<file path="src/design/hcbp_pkg.sv">
// ----------------------------------------------------------------------------
// hcbp_pkg
// Shared types and constants of the Huffman code bit packer.
// ----------------------------------------------------------------------------
`default_nettype none

package hcbp_pkg;

    localparam int SYMBOL_COUNT   = 256;
    localparam int MAX_CODE_LEN   = 32;
    localparam int SYM_W          = 8;
    localparam int WORD_W         = 32;
    localparam int LEN_W          = 6;
    localparam int BYTE_W         = 8;
    localparam int FREE_W         = 4;
    localparam int ENTRY_W        = WORD_W + LEN_W;
    localparam int QUEUE_DEPTH    = 4;
    localparam int QPTR_W         = $clog2(QUEUE_DEPTH);

    localparam logic [LEN_W-1:0]  LEN_CAP   = LEN_W'(MAX_CODE_LEN < WORD_W ?
                                                     MAX_CODE_LEN : WORD_W);
    localparam logic [FREE_W-1:0] FREE_FULL = FREE_W'(BYTE_W);

    typedef enum logic [1:0] {
        REQ_LOAD   = 2'd0,
        REQ_ENCODE = 2'd1,
        REQ_END    = 2'd2
    } req_t;

    typedef enum logic [1:0] {
        STATUS_DATA  = 2'd0,
        STATUS_END   = 2'd1,
        STATUS_ERROR = 2'd2
    } status_t;

    typedef struct packed {
        logic              is_end;
        logic [WORD_W-1:0] word;
        logic [LEN_W-1:0]  len;
    } cmd_t;

endpackage

`default_nettype wire

</file>
<file path="src/design/hcbp_queue.sv">
// ----------------------------------------------------------------------------
// hcbp_queue
// Short command queue between lookup and packing.
// ----------------------------------------------------------------------------
`default_nettype none

module hcbp_queue import hcbp_pkg::*; (
    input  wire logic clk,
    input  wire logic rst_n,
    input  wire logic wr_en,
    input  wire cmd_t wr_cmd,
    output      logic q_full,
    input  wire logic rd_en,
    output      cmd_t rd_cmd,
    output      logic q_empty
);

    cmd_t              slot_reg [QUEUE_DEPTH];
    logic [QPTR_W-1:0] wr_ptr_reg;
    logic [QPTR_W-1:0] rd_ptr_reg;
    logic [QPTR_W:0]   count_reg;
    logic              do_wr;
    logic              do_rd;

    assign q_full  = (count_reg == (QPTR_W+1)'(QUEUE_DEPTH));
    assign q_empty = (count_reg == '0);
    assign do_wr   = wr_en && !q_full;
    assign do_rd   = rd_en && !q_empty;
    assign rd_cmd  = slot_reg[rd_ptr_reg];

    always_ff @(posedge clk or negedge rst_n)
    begin
        if (!rst_n)
        begin
            wr_ptr_reg <= '0;
            rd_ptr_reg <= '0;
            count_reg  <= '0;
        end
        else
        begin
            if (do_wr)
            begin
                wr_ptr_reg <= wr_ptr_reg + 1'b1;
            end
            if (do_rd)
            begin
                rd_ptr_reg <= rd_ptr_reg + 1'b1;
            end
            if (do_wr && !do_rd)
            begin
                count_reg <= count_reg + 1'b1;
            end
            else if (do_rd && !do_wr)
            begin
                count_reg <= count_reg - 1'b1;
            end
        end
    end

    always_ff @(posedge clk)
    begin
        if (do_wr)
        begin
            slot_reg[wr_ptr_reg] <= wr_cmd;
        end
    end

endmodule

`default_nettype wire

</file>
<file path="config.mk">
export PLATFORM = sky130hd
export DESIGN_NAME = hcbp_queue
export DESIGN_NICKNAME = d
export VERILOG_FILES = /design/src/design/hcbp_pkg.sv /design/src/design/hcbp_queue.sv
export SDC_FILE = /design/constraint.sdc
export NUM_CORES = 1
export LEC_CHECK = 0
export BUFFER_PORTS_ARGS = -buffer_cell sky130_fd_sc_hd__buf_4
export CORE_UTILIZATION = 40
export CTS_CLUSTER_DIAMETER = 120
export DETAILED_ROUTE_END_ITERATION = 10
export PLACE_DENSITY = 0.58
export SLEW_MARGIN = 20
export SYNTH_ARGS = -nofsm -noshare
export SYNTH_HDL_FRONTEND = slang
export SYNTH_SLANG_ARGS = --single-unit
</file>
<file path="constraint.sdc">
create_clock -name clk -period 3.47 [get_ports clk]
set_input_delay 0 -clock clk [delete_from_list [all_inputs] [get_ports clk]]
set_output_delay 0 -clock clk [all_outputs]
set_load 0.01 [all_outputs]
</file>
==> results.py, run 1 <==
metrics = {
    "placement": {
        "dp.cells": 503,
        "postPlaceCellArea_mm2": 0.00690,
        "dp_hpwl_um": 6270,
        "io_buffers": 83,
        "gp_congestion": 0.736,
        "pre_cts_slack_ps": 1200,
    },
    "worst_setup_path": {
        "startpoint": "rd_ptr_reg[0]",
        "startpoint_type": "flip-flop",
        "regToRegStartpoint": "count_reg[2]",
        "crit_chain": "mux4_1, buf_4",
        "worstSetupPathType": "flip-flop to output pin",
        "critPathTopFamily": "flip-flops",
        "cp_slowest_stage_delay_ps": 990,
        "cp_num_buf_inv": 1,
        "cp-end-kind": "output pin",
        "critPathRequiredTime_ps": 3470,
        "critPathSlowestCell": "dfrtp_4",
        "critPathArrivalTime_ps": 2260,
        "critPathMaxFanout": 41,
    },
    "routing": {
        "viasPerCell": 4.89,
        "drt_pre_antenna_iters": 7,
        "num_vias": 2820,
        "drt_wl_total_um": 10400,
        "drc_errors": 4,
        "ant_nets": 0,
        "wl_per_cell_um": 18.1,
        "drt_iter0_drc": 195,
    },
    "timing": {
        "worst_pin_slew_ps": 1070,
        "hold_viol": 0,
        "maxSlewHeadroom_pct": 28.6,
        "clock_skew_ps": 8.63,
        "setup_viol": 0,
        "clock.fmax_mhz": 442,
        "worst_slack_ps": 1210,
        "grt_setup_unrepaired": "no",
        "finalCriticalPeriod_ps": 2260,
        "period_share_pct": 65.2,
        "drv_slew": 0,
        "tns_ps": 0,
    },
    "run_status": {
        "violations": "DRC",
        "status": "complete, but fails checks",
    },
    "power": {
        "power_density_mw_per_mm2": 822,
        "ir_drop_uv": 529,
        "swShare_pct": 27.4,
        "internal-power_w": 0.00470,
        "p_leak_nw": 2.76,
        "p_total_w": 0.00647,
        "seq_power_share_pct": 45.7,
        "clkPwrFrac_pct": 26.9,
        "p_switching_w": 0.00177,
        "combPwrFrac_pct": 27.3,
    },
    "synthesis": {
        "ys_seq_area_share_pct": 79.6,
        "synth_fa_ha_area_share_pct": 1.35,
        "synthesis.nets": 289,
        "syn_area_mm2": 0.00610,
        "muxShareOfSynthArea_pct": 14.9,
        "yosys.area_share.simple_pct": 1.03,
        "synthCells": 240,
        "synth_cell_type_count": 21,
        "avgSynthCellArea_um2": 25.4,
        "synth_seq_cells": 163,
        "yosysWarnings": 0,
        "synth_top_family_by_area": "multiplexers",
        "synth-xor-area-share_pct": 0.861,
        "synth_compound_area_share_pct": 0,
    },
    "cells_and_area": {
        "fill_cells": 1144,
        "fin_area_mm2": 0.00788,
        "largest_reg_flops": 156,
        "antenna_cells": 0,
        "nets": 429,
        "mostFrequentLayoutCells": "edfxtp_1 (156), buf_4 (88), dlygate4sd3_1 (42), mux4_2 (38), clkbuf_16 (17)",
        "final_cells": 577,
        "final_common_cell": "edfxtp_1",
        "drive_above_1_share_pct": 41.2,
        "area_delta_synth_final_pct": 29.1,
    },
    "global_route": {
        "grt_usage_pct": 14.6,
        "grt_pass1_vias": 3051,
        "grt_first_pass_wirelength_um": 16800,
        "antenna_found_initial": 0,
        "grt_max_degree": 42,
        "overflow": 0,
    },
    "floorplan": {
        "coreArea_mm2": 0.0147,
        "ioPinCount": 84,
        "die_w_um": 126,
        "num_rows": 44,
        "initial_core_util_pct": 41.5,
        "die_y_um": 126,
        "fp.dieArea_mm2": 0.0158,
    },
    "clocking": {
        "cts.clk_slew.worst_paths_ps": 60,
        "cts.htree.levels": 4,
        "cts_buffers": 17,
        "clock_latency_ps": 410,
        "post_cts.repair.setup_buffers": 0,
        "root_buffer": "clkbuf_16",
        "cts_tree": "done",
        "cts_max_path_buffers": 2,
        "numClockSinks": 163,
    },
    "worst_hold_path": {
        "holdCritPathClass": "input port to flip-flop",
        "min-delay-start": "wr_en",
    },
    "flow_run": {
        "cap_violations": 0,
    },
}
## synthesized netlist by cell type
library cell / instances / area [µm²]
xnor2_1: 4 / 35.0
buf_2: 4 / 20.0
dfrtp_1: 7 / 175
ha_1: 5 / 62.6
nor3b_2: 1 / 12.5
nor2_1: 1 / 3.75
nand2_1: 1 / 3.75
or3_1: 1 / 6.26
xor2_1: 2 / 17.5
fa_1: 1 / 20.0
nand3_1: 1 / 5.00
buf_6: 2 / 22.5
nor2b_1: 1 / 6.26
mux2_4: 1 / 15.0
and2_1: 4 / 25.0
inv_1: 4 / 15.0
mux4_1: 1 / 26.3
buf_12: 4 / 80.1
edfxtp_1: 156 / 4680
mux2_2: 1 / 11.3
mux4_2: 38 / 856
## routing by layer
metal	track usage [%]	vias to the layer above	part of all wire (%)
met1	20.0	1454	46
met2	22.3	72	48
met3	4.28	9	4.8
met4	5.60	0	1.1
li1	-	1285	-
met5	0	-	0
## final timing paths
path	end	slack, ps	cells past startpoint
setup / recovery	rd_cmd[32]	1210	2
hold / removal	wr_ptr_reg[0]	80	3
setup reg to reg	slot_reg[3][0]	1230	4
hold reg to reg	count_reg[2]	480	1
max in group asynchronous	rd_ptr_reg[0]	2610	3
min in group asynchronous	count_reg[0]	560	3
## cell type report
class | instances | area (µm²) | area share [%]
tap | 184 | 230 | 2.92
sequential | 163 | 4860 | 61.8
clock buffer | 22 | 444 | 5.64
multi-input combinational | 63 | 1110 | 14.1
timing repair buffer | 131 | 1100 | 14.0
inverter | 4 | 15.0 | 0.191
clock inverter | 10 | 111 | 1.41
## power by group through the flow
stage	clock network (W)	logic [W]	registers [W]
after global routing	0.00187	0.00191	0.00303
after global placement	0	0.00176	0.00300
after CTS	0.00178	0.00181	0.00298
final	0.00174	0.00177	0.00296
after floorplan	0	0.00131	0.00273
after detailed placement	0	0.00177	0.00302
## worst register-to-register path: stages, from the launching register on
cell     delay [ps]
dfrtp_1         390
nor3b_2         170
nor2b_1         380
and2_2          640
buf_4           340
## stage by stage
step	utilization (%)	hold WS, ps
2_1_floorplan	-	-296
3_3_place_gp	47.0	-178
3_5_place_dp	47.0	-175
4_1_cts	53.6	68.0
5_1_grt	53.6	88.4
6_report	53.6	82.6
## cells by family (layout without fill, tap and decap cells)
| family | after synthesis | in the layout |
|---|---|---|
| flip-flops | 163 | 163 |
| buffers and inverters | 14 | 167 |
| adder cells (fa/ha/maj) | 6 | 6 |
| AND/OR/NAND/NOR | 10 | 10 |
| XOR/XNOR | 6 | 6 |
| multiplexers | 41 | 41 |
## repair_timing
item,CTS,global route
hold endpoints to repair,165,0
gates resized for setup,0,0
endpoints found under the setup margin,0,0
hold buffers,42,0
No activity file was read; power rests on OpenSTA's default activity.
==> run 2: changes to the inputs <==
==> constraint.sdc (replaced) <==
create_clock -name clk -period 2.4 [get_ports clk]
set_input_delay 0 -clock clk [delete_from_list [all_inputs] [get_ports clk]]
set_output_delay 0 -clock clk [all_outputs]
set_load 0.01 [all_outputs]
==> results.py, run 2 (synthesis gave the netlist of run 1 again) <==
metrics = {
    "timing": {
        "hold_viol": 0,
        "hold_slack_ps": 151,
        "setup_viol": 0,
        "clock_skew_ps": 8.86,
        "finalCriticalPeriod_ps": 2130,
        "maxSlewHeadroom_pct": 69.9,
        "period_share_pct": 88.9,
        "clock.fmax_mhz": 469,
        "worst_slack_ps": 266,
        "tns_ps": 0,
        "worst_pin_slew_ps": 451,
        "drv_slew": 0,
        "grt_setup_unrepaired": "no",
    },
    "cells_and_area": {
        "register_area_mm2": 0.00486,
        "fin_area_mm2": 0.00801,
        "area_delta_synth_final_pct": 31.2,
        "final_common_cell": "edfxtp_1",
        "multi_input_area_mm2": 0.00111,
        "mostFrequentLayoutCells": "edfxtp_1 (156), buf_4 (92), dlygate4sd3_1 (42), mux4_2 (38), clkbuf_16 (17)",
        "nets": 436,
        "fill_cells": 1167,
        "largest_reg_flops": 156,
        "antenna_cells": 0,
        "drive_above_1_share_pct": 42.5,
    },
    "placement": {
        "gp_congestion": 0.688,
        "pre_cts_slack_ps": 288,
        "io_buffers": 83,
        "dp_hpwl_um": 6310,
        "postPlaceCellArea_mm2": 0.00699,
    },
    "power": {
        "clkPwrFrac_pct": 28.0,
        "p_total_w": 0.00968,
        "ir_drop_uv": 647,
        "swShare_pct": 26.8,
        "p_leak_nw": 2.84,
        "combPwrFrac_pct": 30.2,
        "power_density_mw_per_mm2": 1210,
        "seq_power_share_pct": 41.7,
        "p_switching_w": 0.00259,
        "internal-power_w": 0.00709,
    },
    "global_route": {
        "grt_max_degree": 40,
        "antenna_found_initial": 0,
        "grt_pass1_vias": 3122,
        "grt_first_pass_wirelength_um": 16700,
        "grt_usage_pct": 14.7,
        "overflow": 0,
    },
    "routing": {
        "viasPerCell": 4.86,
        "drt_iter0_drc": 176,
        "num_vias": 2839,
        "drt_wl_total_um": 10500,
        "ant_nets": 0,
        "wl_per_cell_um": 17.9,
        "drt_pre_antenna_iters": 9,
        "drc_errors": 4,
    },
    "worst_setup_path": {
        "worstSetupPathType": "flip-flop to flip-flop",
        "rr_endpoint": "count_reg[2]",
        "regToRegStartpoint": "count_reg[0]",
        "startpoint": "count_reg[0]",
        "critPathArrivalTime_ps": 2460,
        "cp_common_cell": "xor2_1",
        "startpoint_type": "flip-flop",
        "cp-end-kind": "flip-flop",
        "critPathTopFamily": "simple AND/OR/NAND/NOR gates",
        "crit_chain": "or3_1, nand2_1, ha_1, inv_1, fa_1, xor2_1, nor2_1, xor2_1",
        "critPathRequiredTime_ps": 2730,
        "path_depth": 8,
        "reg2reg_slack_ps": 270,
        "cp_num_buf_inv": 1,
        "r2r_cells": 8,
        "cp-endpoint": "count_reg[2]",
        "critPathMaxFanout": 4,
        "cp_slowest_stage_delay_ps": 430,
        "critPathSlowestCell": "dfrtp_1",
    },
    "run_status": {
        "violations": "DRC",
        "status": "complete, but fails checks",
    },
    "worst_hold_path": {
        "holdCritPathClass": "input port to flip-flop",
        "min-delay-start": "wr_en",
    },
    "clocking": {
        "numClockSinks": 163,
        "root_buffer": "clkbuf_16",
        "post_cts.repair.setup_buffers": 0,
        "cts_tree": "done",
        "cts_max_path_buffers": 2,
        "cts.clk_slew.worst_paths_ps": 60,
        "cts_resized": 0,
        "cts.htree.levels": 4,
        "cts_buffers": 17,
        "clock_latency_ps": 420,
        "ctsHoldBuffers": 42,
    },
    "floorplan": {
        "fp.dieArea_mm2": 0.0158,
        "ioPinCount": 84,
        "coreArea_mm2": 0.0147,
        "die_w_um": 126,
        "num_rows": 44,
        "die_y_um": 126,
        "initial_core_util_pct": 41.5,
    },
    "flow_run": {
        "cap_violations": 0,
    },
}
[run 2: changes by cell type in the layout (fill, tap and decap cells not counted)]
| cell | before | now |
|---|---|---|
| clkinvlp_4 | 2 | 0 |
| inv_6 | 1 | 0 |
| buf_12 | 1 | 4 |
| clkinv_2 | 3 | 5 |
| bufinv_16 | 2 | 4 |
| buf_4 | 88 | 92 |
| clkinv_1 | 1 | 3 |
| clkbuf_1 | 5 | 2 |
[run 2: area by class of cell]
type                    count  share of cell area (%)
inverters                   4                   0.187
well taps                 184                    2.87
repair buffers            138                    14.9
flip-flops and latches    163                    60.7
clock buffers              19                    5.40
clock inverters            13                    2.06
multi-input cells          63                    13.9
[run 2: routing by layer]
metal / up-vias / global-route usage (%) / routed length [µm]
met2: 63 / 24.8 / 5280
met1: 1462 / 17.4 / 4540
met4: 0 / 6.67 / 181
li1: 1299 / - / -
met5: - / 0 / 0
met3: 15 / 4.49 / 456
[run 2: worst min path at each step]
| stage | end | slack (ps) | cells after the start |
|---|---|---|---|
| floorplan | count_reg[0] | -300 | 0 |
| global placement | wr_ptr_reg[1] | -180 | 1 |
| detailed placement | wr_ptr_reg[0] | -180 | 1 |
| CTS | wr_ptr_reg[0] | 140 | 4 |
| global route | wr_ptr_reg[0] | 170 | 4 |
| finish | wr_ptr_reg[0] | 150 | 4 |
[run 2: power by group through the flow]
| stage | registers [W] | logic (W) | clock network (W) |
|---|---|---|---|
| finish | 0.00404 | 0.00293 | 0.00272 |
| global route | 0.00411 | 0.00317 | 0.00287 |
| CTS | 0.00406 | 0.00302 | 0.00277 |
| detailed placement | 0.00411 | 0.00295 | 0 |
| global placement | 0.00408 | 0.00294 | 0 |
| floorplan | 0.00395 | 0.00190 | 0 |
[run 2: worst min-delay path: stages]
cell     delay, ps
buf_4           80
nor2b_1        190
buf_4          180
xnor2_1         70
[run 2: through the flow]
step,std cells,util (%)
floorplan,240,-
global placement,510,47.6
detailed placement,510,47.6
CTS,584,54.5
global route,584,54.5
finish,584,54.5
