$ cat src/design/hcbp_pkg.sv
// ----------------------------------------------------------------------------
// hcbp_pkg
// Shared types and constants of the Huffman code bit packer.
// ----------------------------------------------------------------------------
`default_nettype none

package hcbp_pkg;

    localparam int SYMBOL_COUNT   = 256;
    localparam int MAX_CODE_LEN   = 32;
    localparam int SYM_W          = 8;
    localparam int WORD_W         = 32;
    localparam int LEN_W          = 6;
    localparam int BYTE_W         = 8;
    localparam int FREE_W         = 4;
    localparam int ENTRY_W        = WORD_W + LEN_W;
    localparam int QUEUE_DEPTH    = 4;
    localparam int QPTR_W         = $clog2(QUEUE_DEPTH);

    localparam logic [LEN_W-1:0]  LEN_CAP   = LEN_W'(MAX_CODE_LEN < WORD_W ?
                                                     MAX_CODE_LEN : WORD_W);
    localparam logic [FREE_W-1:0] FREE_FULL = FREE_W'(BYTE_W);

    typedef enum logic [1:0] {
        REQ_LOAD   = 2'd0,
        REQ_ENCODE = 2'd1,
        REQ_END    = 2'd2
    } req_t;

    typedef enum logic [1:0] {
        STATUS_DATA  = 2'd0,
        STATUS_END   = 2'd1,
        STATUS_ERROR = 2'd2
    } status_t;

    typedef struct packed {
        logic              is_end;
        logic [WORD_W-1:0] word;
        logic [LEN_W-1:0]  len;
    } cmd_t;

endpackage

`default_nettype wire

$ cat src/design/hcbp_back.sv
// ----------------------------------------------------------------------------
// hcbp_back
// Bit packer: shifts code bits into the byte accumulator and emits results.
// ----------------------------------------------------------------------------
`default_nettype none

module hcbp_back import hcbp_pkg::*; (
    input  wire logic              clk,
    input  wire logic              rst_n,
    input  wire cmd_t              cmd,
    input  wire logic              cmd_empty,
    output      logic              cmd_pop,
    output      logic              empty,
    input  wire logic              pop,
    output      logic [1:0]        status,
    output      logic [BYTE_W-1:0] data_byte,
    output      logic [FREE_W-1:0] tail_bits,
    output      logic              last
);

    logic              busy_reg,    busy_next;
    logic              is_end_reg,  is_end_next;
    logic [WORD_W-1:0] word_reg,    word_next;
    logic [LEN_W-1:0]  len_reg,     len_next;
    logic [BYTE_W-1:0] acc_reg,     acc_next;
    logic [FREE_W-1:0] free_reg,    free_next;
    logic              aborted_reg, aborted_next;
    logic [FREE_W-1:0] vb_reg,      vb_next;

    logic              out_valid_reg, out_valid_next;
    status_t           out_status_reg;
    logic [BYTE_W-1:0] out_byte_reg;
    logic [FREE_W-1:0] out_vb_reg;
    logic              out_last_reg;

    logic              out_free;
    logic              emit;
    status_t           emit_status;
    logic [BYTE_W-1:0] emit_byte;
    logic [FREE_W-1:0] emit_vb;
    logic              emit_last;

    logic [FREE_W-1:0] take;
    logic [LEN_W-1:0]  shift;
    logic [BYTE_W-1:0] chunk;
    logic [BYTE_W-1:0] mask;
    logic [BYTE_W-1:0] packed_acc;
    logic [FREE_W-1:0] packed_free;
    logic [LEN_W-1:0]  packed_len;

    assign out_free = !out_valid_reg || pop;

    always_comb
    begin
        take        = (len_reg < LEN_W'(free_reg)) ? FREE_W'(len_reg) : free_reg;
        shift       = len_reg - LEN_W'(take);
        mask        = BYTE_W'((9'd1 << take) - 9'd1);
        chunk       = BYTE_W'(word_reg >> shift) & mask;
        packed_acc  = acc_reg | BYTE_W'(chunk << (free_reg - take));
        packed_free = free_reg - take;
        packed_len  = len_reg - LEN_W'(take);
    end

    always_comb
    begin
        busy_next    = busy_reg;
        is_end_next  = is_end_reg;
        word_next    = word_reg;
        len_next     = len_reg;
        acc_next     = acc_reg;
        free_next    = free_reg;
        aborted_next = aborted_reg;
        vb_next      = vb_reg;
        cmd_pop      = 1'b0;
        emit         = 1'b0;
        emit_status  = STATUS_DATA;
        emit_byte    = '0;
        emit_vb      = '0;
        emit_last    = 1'b0;

        if (!busy_reg)
        begin
            if (!cmd_empty)
            begin
                cmd_pop = 1'b1;
                if (cmd.is_end || !aborted_reg)
                begin
                    busy_next   = 1'b1;
                    is_end_next = cmd.is_end;
                    word_next   = cmd.word;
                    len_next    = cmd.len;
                    vb_next     = FREE_FULL;
                end
            end
        end
        else if (is_end_reg)
        begin
            if (out_free)
            begin
                emit = 1'b1;
                if (aborted_reg || free_reg == FREE_FULL)
                begin
                    emit_status  = STATUS_END;
                    emit_vb      = aborted_reg ? '0 : vb_reg;
                    emit_last    = 1'b1;
                    acc_next     = '0;
                    free_next    = FREE_FULL;
                    aborted_next = 1'b0;
                    busy_next    = 1'b0;
                end
                else
                begin
                    emit_byte = acc_reg;
                    vb_next   = FREE_FULL - free_reg;
                    acc_next  = '0;
                    free_next = FREE_FULL;
                end
            end
        end
        else if (len_reg == '0)
        begin
            if (out_free)
            begin
                emit         = 1'b1;
                emit_status  = STATUS_ERROR;
                emit_last    = 1'b1;
                acc_next     = '0;
                free_next    = FREE_FULL;
                aborted_next = 1'b1;
                busy_next    = 1'b0;
            end
        end
        else if (packed_free == '0)
        begin
            if (out_free)
            begin
                emit      = 1'b1;
                emit_byte = packed_acc;
                emit_last = (packed_len < LEN_W'(BYTE_W));
                acc_next  = '0;
                free_next = FREE_FULL;
                len_next  = packed_len;
                busy_next = (packed_len != '0);
            end
        end
        else
        begin
            acc_next  = packed_acc;
            free_next = packed_free;
            len_next  = '0;
            busy_next = 1'b0;
        end
    end

    assign out_valid_next = emit || (out_valid_reg && !pop);

    always_ff @(posedge clk or negedge rst_n)
    begin
        if (!rst_n)
        begin
            busy_reg      <= 1'b0;
            acc_reg       <= '0;
            free_reg      <= FREE_FULL;
            aborted_reg   <= 1'b0;
            out_valid_reg <= 1'b0;
        end
        else
        begin
            busy_reg      <= busy_next;
            acc_reg       <= acc_next;
            free_reg      <= free_next;
            aborted_reg   <= aborted_next;
            out_valid_reg <= out_valid_next;
        end
    end

    always_ff @(posedge clk)
    begin
        is_end_reg <= is_end_next;
        word_reg   <= word_next;
        len_reg    <= len_next;
        vb_reg     <= vb_next;
        if (emit)
        begin
            out_status_reg <= emit_status;
            out_byte_reg   <= emit_byte;
            out_vb_reg     <= emit_vb;
            out_last_reg   <= emit_last;
        end
    end

    assign empty     = !out_valid_reg;
    assign status    = out_status_reg;
    assign data_byte = out_byte_reg;
    assign tail_bits = out_vb_reg;
    assign last      = out_last_reg;

endmodule

`default_nettype wire

$ cat config.mk
export PLATFORM = sky130hd
export DESIGN_NAME = hcbp_back
export DESIGN_NICKNAME = d
export VERILOG_FILES = /design/src/design/hcbp_pkg.sv /design/src/design/hcbp_back.sv
export SDC_FILE = /design/constraint.sdc
export NUM_CORES = 1
export LEC_CHECK = 0
export BUFFER_PORTS_ARGS = -buffer_cell sky130_fd_sc_hd__buf_2
export CORE_MARGIN = 1.5
export CORE_UTILIZATION = 54
export DETAILED_ROUTE_END_ITERATION = 8
export PLACE_DENSITY = 0.81
export SYNTH_ARGS = -nofsm -noshare
export SYNTH_HDL_FRONTEND = slang
export SYNTH_SLANG_ARGS = --single-unit
export TNS_END_PERCENT = 10
$ cat constraint.sdc
create_clock -name clk -period 4.9 [get_ports clk]
set_input_delay 0.49 -clock clk [delete_from_list [all_inputs] [get_ports clk]]
set_output_delay 0.49 -clock clk [all_outputs]
set_load 0.05 [all_outputs]
==> results of run 1 <==
-- final timing paths --
check	cells past startpoint	slack, ns	start	end
max in group asynchronous	1	4.54	rst_n	free_reg[3]
min in group clk	1	0.29	cmd[16]	word_reg[10]
worst min register to register	1	0.50	acc_reg[0]	acc_reg[0]
worst max register to register	18	0.23	free_reg[3]	data_byte[6]
worst max-delay path	18	0.23	free_reg[3]	data_byte[6]
worst min-delay path	1	0.03	rst_n	aborted_reg
-- cell families after synthesis --
group | after synthesis
fa+ha+maj | 15
compound gates | 118
flops | 73
buf+inv | 55
mux | 77
xor+xnor | 10
simple gates | 162
-- layer usage --
layer / vias up / share of wire (%) / routed length, um
met5: - / 0 / 0
met4: 0 / 2.5 / 351
met3: 24 / 5.8 / 821
met2: 177 / 48 / 6815
met1: 2147 / 44 / 6225
li1: 2104 / - / -
-- critical path, cell delays in order (launching register included) --
cell	delay [ns]
dfstp_2	0.53
inv_1	0.05
ha_1	0.32
a2111oi_4	0.40
o21ai_4	0.18
nand2_1	0.09
o21ai_0	0.12
ha_2	0.37
buf_12	0.21
buf_4	0.19
mux2i_1	0.36
mux4_1	0.32
a21oi_1	0.05
a211oi_1	0.32
buf_4	0.18
or3_1	0.11
o311ai_2	0.12
a221oi_2	0.36
o31ai_1	0.12
-- through the flow --
stage	cell area [sq um]	setup slack, ns	utilization [%]	std cells
global placement	6035	0.2779	62.02	709
detailed placement	6035	0.08780	62.02	709
CTS	6221	0.08281	63.94	725
floorplan	5423	0.02266	-	510
global route	6238	0.03128	64.12	725
finish	6238	0.2305	64.12	725
-- timing repair --
| item | 4_1_cts | 5_1_grt |
|---|---|---|
| endpoints found under the setup margin | 0 | 7 |
| buffers inserted | 0 | 0 |
| resized for setup | 0 | 4 |
-- cells in the final DEF, fill, tap and decap left out, types with 5 or more instances in the layout --
cell type   n
o22ai_1     8
o21a_1      6
inv_1      24
or3_1       5
ha_1       12
mux4_2     15
nand2_1    42
nor3_1      9
o211ai_1   12
buf_4      34
nor2_1     43
mux2i_1    34
clkbuf_8    9
mux2_2     23
o21ai_0    24
nand2b_1    6
edfxtp_1   58
nand3_1    11
a21oi_1    19
and2_1     14
dfrtp_1    14
buf_2      59
a211oi_1    7
xnor2_1     6
-- final cells by class --
class / count / area share, %
Sequential cell: 73 / 33.96
Clock inverter: 6 / 0.6017
Multi-Input combinational cell: 382 / 48.98
Clock buffer: 10 / 2.387
Tap cell: 133 / 2.667
Inverter: 24 / 1.444
Timing Repair Buffer: 97 / 9.968
==> impl_metrics.ini, run 1 <==
[outcome]
run_status = finished clean

[synthesis]
synth_compound_area_share_pct = 15.56
yosys.area_share.simple_pct = 15.23
synth.largest_area_cell = edfxtp_1
synth.distinct_cells = 76
synth_most_common_cell = edfxtp_1
synth_common_cells = edfxtp_1, nor2_1, nand2_1
ys.flop_type = edfxtp_1
synthXorXnorAreaFrac_pct = 1.965
synth_edf_count = 58
synth_top_family_by_area = multiplexers
async_flop_share_pct = 20.55
syn-num-nets = 568
ys_seq_elements = 73
synthTopCellsByArea = edfxtp_1, dfrtp_1, mux2i_1
synthAdderAreaFrac_pct = 3.745
syn_area_per_cell_sq_um = 10.61
yosys.area.top_type_share_pct = 32.18
synth_seq_area_share_pct = 39.14
synth_area_sq_um = 5413
ys_warn_count = 0
syn-instance-count = 510
muxShareOfSynthArea_pct = 19.53

[floorplanning]
core.rowCount = 36
die-area_sq_um = 10630
num_io_pins = 60
coreArea_sq_um = 9729
start_util_pct = 55.63
die_w_um = 103.1
die_y_um = 103.1

[place]
gp_congestion = 0.9294
numPortBuffers = 59
dp_hpwl_um = 10990

[critical_path]
cp-end-kind = register
crit_arrival_ns = 4.79
critPathKind = register to register
required_ns = 5.02
critPathLaunchType = register
worstPathMaxFanout = 33

[finish]
layout-drive-gt1-share_pct = 29.90
multiInputGateArea_sq_um = 3055
syn2layout_area_growth_pct = 15.26
largest_reg_flops = 32
n_fill_cell = 825
diodes = 0
finalNetCount = 645
regArea_sq_um = 2118

[sta]
report.final.hold_viol_count = 0
max_freq_mhz = 214.2
min_period_over_period_pct = 95.30
fin_crit_ns = 4.669
setup_viol = 0
slew_violations = 0
slew_headroom_pct = 48.09
fin_hold_ws_ns = 0.03039
clock_skew_ns = 0.009953
worst_slew_pin_slew_ns = 0.7787
final.setup.tns_ns = 0
rsz0062_at_grt = false

[grt]
use_met1_pct = 38.67
busiest_layer = met2
grt_pass1_vias = 4338
antenna_found_initial = 0
overflow = 0
global_route.usage.met2_pct = 46.56
grtUsageTotal_pct = 28.65
grt_first_pass_wirelength_um = 22590
grt_max_degree = 39
met3_usage_pct = 4.271

[detailed_routing]
routed_wl_um = 14210
vias = 4452
drt-initial-drc-count = 336
vias_per_cell = 6.141
ant_nets = 0
drcViolationCount = 0
drtPass1Iterations = 5
wl_per_cell_um = 19.60

[clock_tree]
cts_root_buffer = clkbuf_8
cts_max_level = 3
numCtsBuffers = 9
clk_latency_ns = 0.37
clk_pin_slew_ns = 0.08
cts_tree = built
postCtsHoldBufs = 0
cts.sinks = 73
cts_buffer_depth = 2

[min_path]
min_path_type = primary input to async pin

[job]
drv_cap = 0
Power of run 1 is left out: the tool's default activity adds up to more than one toggle a clock period on the data nets, which glitch-free logic cannot reach.
==> run 2: changes to the inputs <==
--- a/config.mk
+++ b/config.mk
@@ -5,9 +5,10 @@
 export SDC_FILE = /design/constraint.sdc
 export NUM_CORES = 1
 export LEC_CHECK = 0
+export ABC_AREA = 1
 export BUFFER_PORTS_ARGS = -buffer_cell sky130_fd_sc_hd__buf_2
 export CORE_MARGIN = 1.5
-export CORE_UTILIZATION = 54
+export CORE_UTILIZATION = 60
 export DETAILED_ROUTE_END_ITERATION = 8
 export PLACE_DENSITY = 0.81
 export SYNTH_ARGS = -nofsm -noshare
==> constraint.sdc (replaced) <==
create_clock -name clk -period 5.2 [get_ports clk]
set_input_delay 0.52 -clock clk [delete_from_list [all_inputs] [get_ports clk]]
set_output_delay 0.52 -clock clk [all_outputs]
set_load 0.05 [all_outputs]
==> impl_metrics.ini, run 2 <==
[sta]
final.setup.tns_ns = 0
rsz0062_at_grt = false
max_freq_mhz = 212.7
fin_crit_ns = 4.702
slew_violations = 0
clock_skew_ns = 0.01700
setup_viol = 0
report.final.hold_viol_count = 0
min_period_over_period_pct = 90.42
worst_slew_pin_slew_ns = 0.8436
slew_headroom_pct = 43.70

[min_path]
min_path_type = primary input to async pin

[critical_path]
path_delay_family = simple AND/OR/NAND/NOR gates
worstPathMaxFanout = 29
cp-end-kind = register
cp_common_cell = nand2_1
critPathLaunchType = register
crit_arrival_ns = 4.81
critPathKind = register to register
cp_slowest_cell = dfstp_2
worst_path_largest_cell_delay_ns = 0.58
required_ns = 5.30
crit_buf_inv = 4

[place]
gp_congestion = 0.9426
numPortBuffers = 59
dp_hpwl_um = 9798

[synthesis]
ys.flop_type = edfxtp_1
async_flop_share_pct = 20.55
synth_seq_area_share_pct = 40.16
yosys.area.top_type_share_pct = 33.02
ys_warn_count = 0
ys_seq_elements = 73
synth_edf_count = 58
synthTopCellsByArea = edfxtp_1, nand2_1, nand3_1
synth_area_sq_um = 5275
syn-num-nets = 788
syn_area_per_cell_sq_um = 7.226
synth_most_common_cell = nand2_1
synth_common_cells = nand2_1, nand3_1, inv_1
syn-instance-count = 730
synth.largest_area_cell = edfxtp_1
synth.distinct_cells = 43

[clock_tree]
cts_max_level = 3
clk_latency_ns = 0.36
cts_setup_buffers = 0
clk_pin_slew_ns = 0.09
cts.sinks = 73
cts_root_buffer = clkbuf_8
numCtsBuffers = 9
post_cts_resized = 0
cts_tree = built
cts_buffer_depth = 2
postCtsHoldBufs = 0

[finish]
syn2layout_area_growth_pct = 9.938
layout_common_cells = nand2_1, nand3_1, inv_1, buf_2, edfxtp_1
diodes = 0
layout-drive-gt1-share_pct = 13.50
largest_reg_flops = 32
final_common_cell = nand2_1
finalNetCount = 838

[grt]
grtUsageTotal_pct = 29.70
grt_max_degree = 37
overflow = 0
grt_first_pass_wirelength_um = 22760
grt_pass1_vias = 4867
antenna_found_initial = 0

[outcome]
run_status = finished clean

[floorplanning]
die_w_um = 96.77
num_io_pins = 60
coreArea_sq_um = 8636
core.rowCount = 34
die_y_um = 96.77
die-area_sq_um = 9363
start_util_pct = 61.08

[detailed_routing]
drt-initial-drc-count = 485
wl_met1_um = 6028
dr_wl_met2_um = 6128
routed_wl_um = 13220
wl_per_cell_um = 14.80
drcViolationCount = 0
maxUsedRoutingLayer = met4
ant_nets = 0
wl_met3_um = 866
vias_per_cell = 5.725
vias = 5112
drtPass1Iterations = 5

[job]
drv_cap = 0
==> run 2: cell count changes after synthesis, sizes merged, moves of 9 or more <==
cell	previous run	this run
and2	14	0
inv	24	65
mux2	24	0
mux2i	34	2
mux4	19	0
nand2	43	268
nand3	11	130
o211ai	13	4
o21ai	29	39
==> run 2: final cells by class <==
cell class	count	area, sq um
fill	748	2836
multi-input combinational	560	2760
sequential	73	2118
timing repair buffer	68	362.8
inverter	68	259.0
tap	108	135.1
clock buffer	11	131.4
clock inverter	5	32.53
==> run 2: final timing paths <==
check                       startpoint           end  slack (ns)  cells past startpoint
max                        free_reg[3]  data_byte[4]        0.50                     27
min                              rst_n   aborted_reg        0.06                      1
max reg2reg                free_reg[3]  data_byte[4]        0.50                     27
min reg2reg                 acc_reg[7]    acc_reg[7]        0.51                      2
max in group asynchronous        rst_n   free_reg[3]        4.83                      1
min in group clk               cmd[29]  word_reg[23]        0.33                      1
==> run 2: cells by family (layout without fill, tap and decap cells) <==
kind of cell / count (synthesis) / count (layout) / share of synthesized area, %
AND/OR/NAND/NOR: 460 / 460 / 37.90
XOR/XNOR: 3 / 3 / 0.8540
adder cells (fa/ha/maj): 15 / 15 / 3.843
flip-flops: 73 / 73 / 40.16
multiplexers: 2 / 2 / 0.3795
buffers and inverters: 97 / 152 / 7.519
AO/OA/AOI/OAI: 80 / 80 / 9.345
==> run 2: through the flow <==
step | instance area (sq um) | util (%) | std cells | worst slack [ns] | hold slack [ns]
6_report | 5799 | 67.15 | 893 | 0.4980 | 0.05708
5_1_grt | 5799 | 67.15 | 893 | 0.08709 | 0.08400
4_1_cts | 5796 | 67.11 | 893 | 0.4490 | 0.05961
3_5_place_dp | 5632 | 65.21 | 877 | 0.5214 | 0.4515
3_3_place_gp | 5632 | 65.21 | 877 | 0.6975 | 0.4493
2_1_floorplan | 5275 | - | 730 | 0.9604 | 0.2244
==> run 2: layer usage <==
layer	global-route usage (%)	vias to the layer above
li1	-	2548
met1	41.54	2329
met2	47.82	212
met3	4.986	23
met4	8.584	0
met5	0	-
==> run 2: worst register-to-register path, delay by kind of cell, from the launching register on <==
family | cells | cell delay [ns]
AO/OA/AOI/OAI | 4 | 0.67
flip-flops | 1 | 0.58
AND/OR/NAND/NOR | 16 | 1.46
adder cells (fa/ha/maj) | 3 | 1.01
buffers and inverters | 4 | 0.75
Power of run 2 is left out for the same reason.
